$ cat src/hw/rtl/dictionary_word_transform_top_defines.svh
// Assertion macros for the dictionary word transform.
// Depends on a clock named clk and an active-high reset named rst in scope.
`ifndef DICTIONARY_WORD_TRANSFORM_TOP_DEFINES_SVH
`define DICTIONARY_WORD_TRANSFORM_TOP_DEFINES_SVH

// Same-cycle implication, disabled in reset.
`define DWT_ASSERT_IMPL(label, ante, cons) \
  label: assert property (@(posedge clk) disable iff (rst) (ante) |-> (cons)) \
    else $error("dwt assertion failed");

// Next-cycle implication, disabled in reset.
`define DWT_ASSERT_NEXT(label, ante, cons) \
  label: assert property (@(posedge clk) disable iff (rst) (ante) |=> (cons)) \
    else $error("dwt assertion failed");

`endif

$ cat src/hw/rtl/dwt_pkg.sv
// Shared types and constants for the dictionary word transform.
// No dependencies.
package dwt_pkg;

  localparam int unsigned DEF_MAX_WORD_LEN = 31;
  localparam int unsigned WORD_LEN_FIELD_MAX = 31;

  localparam logic [4:0] OP_IDENTITY    = 5'd0;
  localparam logic [4:0] OP_UPPER_FIRST = 5'd1;
  localparam logic [4:0] OP_UPPER_ALL   = 5'd2;
  localparam logic [4:0] OP_OMIT_FIRST_HI = 5'd11;
  localparam logic [4:0] OP_OMIT_LAST_HI  = 5'd20;
  localparam logic [4:0] OMIT_FIRST_BIAS  = 5'd2;
  localparam logic [4:0] OMIT_LAST_BIAS   = 5'd11;

  localparam logic [7:0] LEAD_TWO   = 8'd192;
  localparam logic [7:0] LEAD_THREE = 8'd224;
  localparam logic [7:0] LOWER_A    = 8'd97;
  localparam logic [7:0] LOWER_Z    = 8'd122;
  localparam logic [7:0] CASE_XOR   = 8'd32;
  localparam logic [7:0] THIRD_XOR  = 8'd5;
  localparam logic [6:0] UPPER_LIMIT = 7'd34;
  localparam logic [6:0] COPY_LIMIT  = 7'd37;

  typedef struct packed {
    logic [4:0] byte_index;
    logic [6:0] write_pos;
    logic [1:0] seq_left;
    logic       seq_three_byte;
    logic       halted;
    logic       first_seq_done;
  } state_t;

  typedef struct packed {
    logic       out_valid;
    logic [7:0] out_byte;
    logic [6:0] out_pos;
    logic       word_end;
    logic [6:0] final_len;
  } result_t;

endpackage

$ cat src/hw/rtl/dwt_core.sv
// Per-byte transform logic: next state and result for one transaction.
// Depends on dwt_pkg.
module dwt_core #(
  parameter int unsigned MAX_WORD_LEN = dwt_pkg::DEF_MAX_WORD_LEN
) (
  input  logic [4:0]       op,
  input  logic [5:0]       start_pos,
  input  logic [4:0]       word_len,
  input  logic [7:0]       src_byte,
  input  dwt_pkg::state_t  cur,
  output dwt_pkg::state_t  nxt,
  output dwt_pkg::result_t res
);
  import dwt_pkg::*;

  localparam logic [4:0] LenCap = (MAX_WORD_LEN < WORD_LEN_FIELD_MAX) ?
                                  5'(MAX_WORD_LEN) : 5'(WORD_LEN_FIELD_MAX);

  logic [4:0] len;
  logic [4:0] k_first;
  logic [4:0] k_last;
  logic       in_word;
  logic       at_end;
  logic [6:0] pos;
  logic [6:0] pos_next;
  logic [7:0] ob;
  logic       wr;
  logic [7:0] lead_byte;
  logic [1:0] lead_left;
  logic       lead_three;
  logic [7:0] cont_byte;
  logic [1:0] cont_left;
  state_t     st;

  always_comb begin
    len     = (word_len < LenCap) ? word_len : LenCap;
    in_word = cur.byte_index < len;
    at_end  = ({1'b0, cur.byte_index} + 6'd1) >= {1'b0, len};
    k_first = op - OMIT_FIRST_BIAS;
    k_last  = op - OMIT_LAST_BIAS;

    st = cur;
    if (cur.byte_index == '0) begin
      st.write_pos      = {1'b0, start_pos};
      st.seq_left       = '0;
      st.seq_three_byte = 1'b0;
      st.halted         = 1'b0;
      st.first_seq_done = 1'b0;
    end
    pos = st.write_pos;

    if (src_byte < LEAD_TWO) begin
      lead_left  = 2'd0;
      lead_three = 1'b0;
      lead_byte  = (src_byte inside {[LOWER_A:LOWER_Z]}) ? (src_byte ^ CASE_XOR) : src_byte;
    end else if (src_byte < LEAD_THREE) begin
      lead_left  = 2'd1;
      lead_three = 1'b0;
      lead_byte  = src_byte;
    end else begin
      lead_left  = 2'd2;
      lead_three = 1'b1;
      lead_byte  = src_byte;
    end

    if (st.seq_left == 2'd1) begin
      cont_byte = st.seq_three_byte ? (src_byte ^ THIRD_XOR) : (src_byte ^ CASE_XOR);
    end else begin
      cont_byte = src_byte;
    end
    cont_left = st.seq_left - 2'd1;

    ob = src_byte;
    wr = 1'b0;
    if (in_word) begin
      if (op == OP_IDENTITY) begin
        wr = 1'b1;
      end else if (op == OP_UPPER_FIRST) begin
        if (st.halted) begin
          wr = 1'b0;
        end else if (!st.first_seq_done) begin
          if (st.seq_left == 2'd0) begin
            if (pos >= UPPER_LIMIT) begin
              st.halted = 1'b1;
            end else begin
              ob = lead_byte;
              wr = 1'b1;
              st.seq_left       = lead_left;
              st.seq_three_byte = lead_three;
              st.first_seq_done = (lead_left == 2'd0);
            end
          end else begin
            ob = cont_byte;
            wr = 1'b1;
            st.seq_left       = cont_left;
            st.first_seq_done = (cont_left == 2'd0);
          end
        end else begin
          wr = pos < COPY_LIMIT;
        end
      end else if (op == OP_UPPER_ALL) begin
        if (!st.halted) begin
          if (st.seq_left == 2'd0) begin
            if (pos >= UPPER_LIMIT) begin
              st.halted = 1'b1;
            end else begin
              ob = lead_byte;
              wr = 1'b1;
              st.seq_left       = lead_left;
              st.seq_three_byte = lead_three;
            end
          end else begin
            ob = cont_byte;
            wr = 1'b1;
            st.seq_left = cont_left;
          end
        end
      end else if (op <= OP_OMIT_FIRST_HI) begin
        wr = (len >= k_first) && (cur.byte_index >= k_first);
      end else if (op <= OP_OMIT_LAST_HI) begin
        wr = (len >= k_last) && (cur.byte_index < (len - k_last));
      end
    end

    pos_next = wr ? (pos + 7'd1) : pos;

    res.out_valid = wr;
    res.out_byte  = wr ? ob : '0;
    res.out_pos   = wr ? pos : '0;
    res.word_end  = at_end;
    res.final_len = at_end ? pos_next : '0;

    st.write_pos  = pos_next;
    st.byte_index = at_end ? '0 : (cur.byte_index + 5'd1);
    nxt = st;
  end

endmodule

$ cat src/hw/rtl/dictionary_word_transform_top.sv
// An accepted transaction's result is registered in the result register, or
// in the one skid entry, letting input continue while a result waits on
// result_stall. One transaction per cycle while item_stall is low.
// Reset (synchronous, rst high) clears word state and both result valids.
// Depends on dwt_pkg, dwt_core and dictionary_word_transform_top_defines.svh.
`include "dictionary_word_transform_top_defines.svh"

module dictionary_word_transform_top #(
  parameter int unsigned MAX_WORD_LEN = dwt_pkg::DEF_MAX_WORD_LEN
) (
  input  logic       clk,
  input  logic       rst,
  input  logic       item_valid,
  output logic       item_stall,
  input  logic [4:0] op,
  input  logic [5:0] start_pos,
  input  logic [4:0] word_len,
  input  logic [7:0] src_byte,
  output logic       result_valid,
  input  logic       result_stall,
  output logic       out_valid,
  output logic [7:0] out_byte,
  output logic [6:0] out_pos,
  output logic       word_end,
  output logic [6:0] final_len
);
  import dwt_pkg::*;

  state_t  state;
  state_t  state_next;
  result_t res_next;
  result_t res;
  result_t skid;
  logic    res_full;
  logic    skid_full;
  logic    accept;
  logic    drain;

  dwt_core #(
    .MAX_WORD_LEN(MAX_WORD_LEN)
  ) u_core (
    .op       (op),
    .start_pos(start_pos),
    .word_len (word_len),
    .src_byte (src_byte),
    .cur      (state),
    .nxt      (state_next),
    .res      (res_next)
  );

  assign item_stall   = skid_full;
  assign accept       = item_valid && !skid_full;
  assign drain        = res_full && !result_stall;
  assign result_valid = res_full;
  assign out_valid    = res.out_valid;
  assign out_byte     = res.out_byte;
  assign out_pos      = res.out_pos;
  assign word_end     = res.word_end;
  assign final_len    = res.final_len;

  always_ff @(posedge clk) begin
    if (rst) begin
      state <= '0;
    end else if (accept) begin
      state <= state_next;
    end
  end

  always_ff @(posedge clk) begin
    if (rst) begin
      res_full  <= 1'b0;
      skid_full <= 1'b0;
    end else if (skid_full) begin
      if (drain) begin
        res       <= skid;
        skid_full <= 1'b0;
      end
    end else if (accept) begin
      if (!res_full || drain) begin
        res      <= res_next;
        res_full <= 1'b1;
      end else begin
        skid      <= res_next;
        skid_full <= 1'b1;
      end
    end else if (drain) begin
      res_full <= 1'b0;
    end
  end

  `DWT_ASSERT_IMPL(a_skid_behind_res, skid_full, res_full)
  `DWT_ASSERT_IMPL(a_idle_byte_zero, res_full && !res.out_valid, res.out_byte == '0 && res.out_pos == '0)
  `DWT_ASSERT_IMPL(a_no_len_midword, res_full && !res.word_end, res.final_len == '0)
  `DWT_ASSERT_NEXT(a_end_rewinds, accept && res_next.word_end, state.byte_index == '0)

endmodule

$ cat config.mk
export PLATFORM = sky130hd
export DESIGN_NAME = dictionary_word_transform_top
export DESIGN_NICKNAME = d
export VERILOG_FILES = /design/src/hw/rtl/dwt_pkg.sv /design/src/hw/rtl/dwt_core.sv /design/src/hw/rtl/dictionary_word_transform_top.sv
export VERILOG_INCLUDE_DIRS = /design/src /design/src/hw/rtl
export SDC_FILE = /design/constraint.sdc
export NUM_CORES = 1
export LEC_CHECK = 0
export BUFFER_PORTS_ARGS = -buffer_cell sky130_fd_sc_hd__buf_2
export CAP_MARGIN = 10
export CORE_ASPECT_RATIO = 1.5
export CORE_MARGIN = 4
export CORE_UTILIZATION = 31
export CTS_CLUSTER_DIAMETER = 80
export DETAILED_ROUTE_END_ITERATION = 8
export SETUP_SLACK_MARGIN = 0.3
export SYNTH_ARGS = -nofsm -noshare
export SYNTH_HDL_FRONTEND = slang
export SYNTH_SLANG_ARGS = --single-unit
export TNS_END_PERCENT = 50
$ cat constraint.sdc
create_clock -name clk -period 5 [get_ports clk]
set_clock_uncertainty 0.1 [all_clocks]
set_input_delay 1 -clock clk [delete_from_list [all_inputs] [get_ports clk]]
set_output_delay 1 -clock clk [all_outputs]
set_load 0.05 [all_outputs]
==> results of run 1 <==
==> metal layers <==
layer,share of wire (%),track usage [%]
met4,1.6,4.990
met5,0,0
met1,41,15.57
met3,4.6,2.627
met2,53,23.24
==> layout by cell type (no fill, tap or decap), types with 3 or more instances in the layout <==
cell and count:
nand2b_1 7, xnor2_1 7, ha_1 39, nor2_1 33
xor2_1 10, nor3_1 9, a21boi_0 3, or3_1 3
a21o_1 5, edfxtp_1 48, or4_1 3, buf_4 8
nand3_1 17, mux2i_1 7, nand2_1 45, o21ai_0 20
a21oi_1 34, o21ai_1 3, buf_2 53, and2_1 7
nor3b_1 5, inv_1 20, dfxtp_1 19, nor2b_1 7
clkbuf_16 9, mux2_2 8, o31ai_1 13
==> sequential cells by signal (all words and copies together) (netlist names), 7 cells and up <==
| name | cells |
|---|---|
| state | 17 |
| skid | 24 |
| final_len | 7 |
| out_byte | 8 |
| out_pos | 7 |
==> area by class of cell <==
cell class | count | area, um2
Clock buffer | 11 | 232.7
Clock inverter | 5 | 77.57
Timing Repair Buffer | 61 | 325.3
Multi-Input combinational cell | 324 | 2281
Sequential cell | 67 | 1822
Inverter | 20 | 75.07
Tap cell | 162 | 202.7
Fill cell | 1342 | 8452
==> what timing repair did <==
action,in CTS,in global routing
endpoints found under the setup margin,0,3
gates resized for setup,0,4
setup buffers,0,0
hold endpoints to repair,0,0
==> kinds of logic after synthesis <==
kind of cell	count (synthesis)	share of synthesized area (%)
mux	15	3.780
xor+xnor	17	3.514
flops	67	43.00
fa+ha+maj	40	11.99
buf+inv	43	4.046
simple gates	149	17.87
compound gates	103	15.80
==> power by group through the flow <==
stage | clock network, W | registers, W | logic, W
after floorplan | 0 | 0.000692 | 0.000197
after global placement | 0 | 0.000649 | 0.000323
after detailed placement | 0 | 0.000649 | 0.000330
after CTS | 0.000671 | 0.000638 | 0.000333
after global routing | 0.000692 | 0.000640 | 0.000374
final | 0.000658 | 0.000638 | 0.000334
==> per-stage QoR <==
step | instance area [um2] | power, W | std cells | hold WS [ps] | setup WS [ps]
after detailed placement | 4686 | 0.0009795 | 634 | 380.9 | 196.6
after floorplan | 4237 | 0.0008888 | 434 | 345.5 | 443.6
after CTS | 4996 | 0.001642 | 650 | 388.2 | 528.4
after global routing | 5016 | 0.001706 | 650 | 412.0 | 335.3
final | 5016 | 0.001629 | 650 | 391.9 | 617.7
after global placement | 4686 | 0.0009714 | 634 | 372.7 | 305.9
==> worst max path at each step <==
stage,start,end,slack (ps),depth (start not counted)
after floorplan,op[2],final_len[0],440,19
after global placement,op[0],final_len[0],310,19
after detailed placement,op[0],final_len[4],200,18
after CTS,op[0],final_len[0],530,19
after global routing,op[0],final_len[0],340,19
final,op[0],final_len[0],620,19
==> critical path, stage by stage <==
cell,delay (ps)
buf_2,160
inv_1,100
ha_1,330
inv_1,60
ha_1,280
a21o_1,150
a21oi_1,170
xor2_1,90
ha_1,270
o21ai_0,70
a21oi_1,120
o21ai_0,80
a41o_1,280
o2111ai_4,250
and2_4,200
inv_1,50
ha_1,280
and2_1,150
mux2_2,260
==> flow_summary.json, run 1 <==
{
  "ys_warn_count": 0,
  "hp-start": "state[2]",
  "r2r-start": "state[12]",
  "internal-power_w": 0.001179,
  "grt_max_degree": 43,
  "timing.rr.end": "final_len[0]",
  "fmax_ghz": 0.2282,
  "slew_headroom_pct": 26.39,
  "p_leak_nw": 2.022,
  "setup_viol": 0,
  "fin_crit_sh_pct": 87.65,
  "p_per_area_nw_per_um2": 324.9,
  "num-nets-final": 551,
  "rows": 52,
  "synthArstFlopShare_pct": 0,
  "power.share.switching_pct": 27.63,
  "seq_power_share_pct": 39.1,
  "maxCapViolations": 0,
  "overflow": 0,
  "status": "finished, final reports clean",
  "min_path_cells": 2,
  "hold_class": "reg -> reg",
  "ioPinCount": 54,
  "antenna_found_initial": 0,
  "synth_top_area_share_pct": 34.02,
  "die_area_um2": 15640,
  "synth_edf_count": 48,
  "p_comb_share_pct": 20.5,
  "drt_iter0_drc": 193,
  "ff2ff_path_depth": 16,
  "cts_max_level": 3,
  "startpoint_type": "input port",
  "dr.pass1.iters": 5,
  "ir_worst_vdd_mv": 0.1340,
  "synthTopCellsByArea": "edfxtp_1 34%, ha_1 12%, dfxtp_1 9.0%",
  "gp_congestion": 0.9179,
  "rsz0062_at_grt": "no",
  "slew_viol_final": 0,
  "synth_area_um2": 4237,
  "critPathRequiredTime_ps": 4970,
  "synth.most_common_cell": "edfxtp_1",
  "syn-num-nets": 502,
  "fin_tns_setup_ps": 0,
  "antenna_cells": 0,
  "routed_via_density": 5.197,
  "yosysSeqAreaShare_pct": 43.00,
  "cp_max_fo": 8,
  "synthToLayoutAreaGrowth_pct": 18.40,
  "p_clk_share_pct": 40.4,
  "die_y_um": 151.2,
  "routedWlPerCell_um": 15.46,
  "syn_area_per_cell_um2": 9.762,
  "fin_crit_ps": 4382,
  "core_area_um2": 13470,
  "ant_nets": 0,
  "cts_tree": "built",
  "dpl.hpwl_um": 7598,
  "dr_total_vias": 3378,
  "root_buffer": "clkbuf_16",
  "clkTransAtPathRegs_ps": 50,
  "synthFlopType": "edfxtp_1",
  "cts_buffers": 9,
  "final_hold_viol_count": 0,
  "rrSetupSlack_ps": 760,
  "drc": 0,
  "synth_cell_types": 59,
  "switchingPower_w": 0.0004503,
  "synth_seq_cells": 67,
  "cts_buffer_depth": 2,
  "worst-setup-path-type": "in -> reg",
  "hold_end": "state[2]",
  "grt_usage_pct": 13.23,
  "drive_gt1_share_pct": 19.26,
  "insertion_delay_ps": 330,
  "first_global_vias": 3208,
  "utilization_pct": 37.24,
  "start_util_pct": 31.46,
  "synth_area_leader_cell": "edfxtp_1",
  "tightestPinTransition_ps": 1104,
  "synthTopCellsByCount": "48 x edfxtp_1, 45 x nand2_1, 39 x ha_1, 34 x a21oi_1, 33 x nor2_1",
  "port_buffers": 53,
  "wirelength_um": 10050,
  "die_w_um": 103.5,
  "clock-sinks": 67,
  "grt_pass1_wl_um": 16110,
  "crit_arrival_ps": 4360,
  "syn_inst": 434,
  "ctsHoldBuffers": 0,
  "crit_path_end_kind": "flop"
}
Power figures use the tool's default switching activity.
==> run 2: changes to the inputs <==
--- a/config.mk
+++ b/config.mk
@@ -8,11 +8,12 @@
 export LEC_CHECK = 0
 export BUFFER_PORTS_ARGS = -buffer_cell sky130_fd_sc_hd__buf_2
 export CAP_MARGIN = 10
-export CORE_ASPECT_RATIO = 1.5
+export CORE_ASPECT_RATIO = 0.7
 export CORE_MARGIN = 4
-export CORE_UTILIZATION = 31
+export CORE_UTILIZATION = 59
 export CTS_CLUSTER_DIAMETER = 80
 export DETAILED_ROUTE_END_ITERATION = 8
+export PLACE_DENSITY = 0.81
 export SETUP_SLACK_MARGIN = 0.3
 export SYNTH_ARGS = -nofsm -noshare
 export SYNTH_HDL_FRONTEND = slang
==> run 2 against run 1 <==
Register-to-register slack gained 60 ps. Clock-buffer cell count decreased by 1. Sequential share of layout area grew 1.3 points. Non-clock buffer count fell by 1. Critical path depth stayed put. Largest cell class unchanged. Core utilization rose by 33 points. Flip-flop and latch count stayed put. Global-route usage grew 11 points. Critical endpoint unchanged. Setup slack lost 96 ps.
==> flow_summary.json, run 2 (synthesis results as in run 1) <==
{
  "die_w_um": 109.3,
  "place_area_um2": 4593,
  "hold_end": "state[5]",
  "cts_tree": "built",
  "root_buffer": "clkbuf_8",
  "grt_pass1_wl_um": 16010,
  "hold_class": "reg -> reg",
  "gp_congestion": 0.8751,
  "synthToLayoutAreaGrowth_pct": 14.21,
  "wl_met1_um": 4694,
  "path_cells": "buf_2, inv_1, ha_1, inv_1, ha_1, a21o_1, a21oi_1, xor2_1, ha_1, o21ai_0, a21oi_1, o21ai_0, a41o_1, o2111ai_4, and2_4, inv_1, ha_1, and2_1, mux2_2",
  "fin_crit_sh_pct": 89.56,
  "cts_max_level": 3,
  "routedWlPerCell_um": 17.02,
  "grt_usage_pct": 24.17,
  "largest_register": "skid",
  "rsz0062_at_grt": "no",
  "start_util_pct": 61.84,
  "ctsHoldBuffers": 0,
  "wirelength_um": 9891,
  "final_hold_viol_count": 0,
  "worst-setup-path-type": "in -> reg",
  "cts_resized": 0,
  "cpLargestDelayFamily": "adder cells",
  "crit_arrival_ps": 4480,
  "p_per_area_nw_per_um2": 306.9,
  "wl_met2_um": 4249,
  "clkTransAtPathRegs_ps": 70,
  "min_path_cells": 2,
  "timing.rr.end": "final_len[0]",
  "dr_total_vias": 3456,
  "cts_buffer_depth": 2,
  "path_buf_inv": 4,
  "fin_tns_setup_ps": 0,
  "cp_slowest_cell": "ha_1",
  "first_global_vias": 3234,
  "core_area_um2": 6850,
  "startpoint_type": "input port",
  "p_leak_nw": 1.985,
  "ff2ff_path_depth": 16,
  "r2r-start": "state[12]",
  "overflow": 0,
  "highest_layer": "met4",
  "crit_start": "op[0]",
  "antenna_cells": 0,
  "grt_max_degree": 43,
  "ioPinCount": 54,
  "ant_nets": 0,
  "cp_num_cells": 19,
  "drc": 0,
  "ir_worst_vdd_mv": 0.2385,
  "largest_reg_flops": 24,
  "drt_iter0_drc": 260,
  "cts_setup_buffers": 0,
  "slew_viol_final": 0,
  "num-nets-final": 550,
  "hp-start": "state[5]",
  "die_y_um": 78.90,
  "rows": 25,
  "cp_max_fo": 8,
  "tightestPinTransition_ps": 1105,
  "place_ws_ps": 90.00,
  "hold_ws_ps": 395.9,
  "maxCapViolations": 0,
  "drive_gt1_share_pct": 19.51,
  "cpPeakStageDelay_ps": 370,
  "critPathRequiredTime_ps": 5000,
  "dr.pass1.iters": 5,
  "cpMostUsedCell": "ha_1",
  "clock-sinks": 67,
  "fmax_ghz": 0.2233,
  "setup_ws_ps": 521.9,
  "setup_viol": 0,
  "die_area_um2": 8622,
  "crit_path_end_kind": "flop",
  "routed_via_density": 5.948,
  "cts_buffers": 9,
  "final_common_cell": "buf_2",
  "status": "finished, final reports clean",
  "rrSetupSlack_ps": 820,
  "port_buffers": 53,
  "design_area_um2": 4838,
  "fin_crit_ps": 4478,
  "antenna_found_initial": 0,
  "dpl.hpwl_um": 7331,
  "slew_headroom_pct": 26.36,
  "met3_wirelength_um": 856,
  "insertion_delay_ps": 350,
  "final_cell_mix": "53 x buf_2, 48 x edfxtp_1, 45 x nand2_1, 39 x ha_1, 34 x a21oi_1"
}
==> run 2: where the power goes <==
group | switching (W) | internal, W | total, W
combinational | 0.000219 | 0.000120 | 0.000339
clock | 0.000214 | 0.000295 | 0.000509
sequential | 0.0000135 | 0.000623 | 0.000637
total | 0.000447 | 0.00104 | 0.00148
==> run 2: layer usage <==
metal / vias up / GRT usage [%]
met5: - / 0
met4: 0 / 6.974
met3: 10 / 5.686
met2: 151 / 34.74
met1: 1625 / 36.34
li1: 1670 / -
==> run 2: worst max path at each step <==
stage	endpoint	slack [ps]
after floorplan	final_len[0]	440
after global placement	final_len[0]	300
after detailed placement	final_len[4]	90
after CTS	final_len[4]	450
after global routing	final_len[0]	300
final	final_len[0]	520
==> run 2: worst min-delay path: stages, from the launching register on <==
cell and delay, ps:
dfxtp_1 330, nand2_1 60, a21oi_1 60
==> run 2: cell type report <==
| class | instances | area (um2) |
|---|---|---|
| multi-input cells | 324 | 2281 |
| fillers | 507 | 2012 |
| flip-flops and latches | 67 | 1822 |
| repair buffers | 60 | 317.8 |
| clock buffers | 10 | 137.6 |
| well taps | 94 | 117.6 |
| clock inverters | 6 | 87.58 |
| inverters | 20 | 75.07 |
==> run 2: per-stage QoR <==
step	power, W	utilization (%)	cells
finish	0.001485	70.63	581
detailed placement	0.0009762	67.05	565
global route	0.001552	70.63	581
floorplan	0.0008888	-	434
CTS	0.001481	70.34	581
global placement	0.0009663	67.05	565
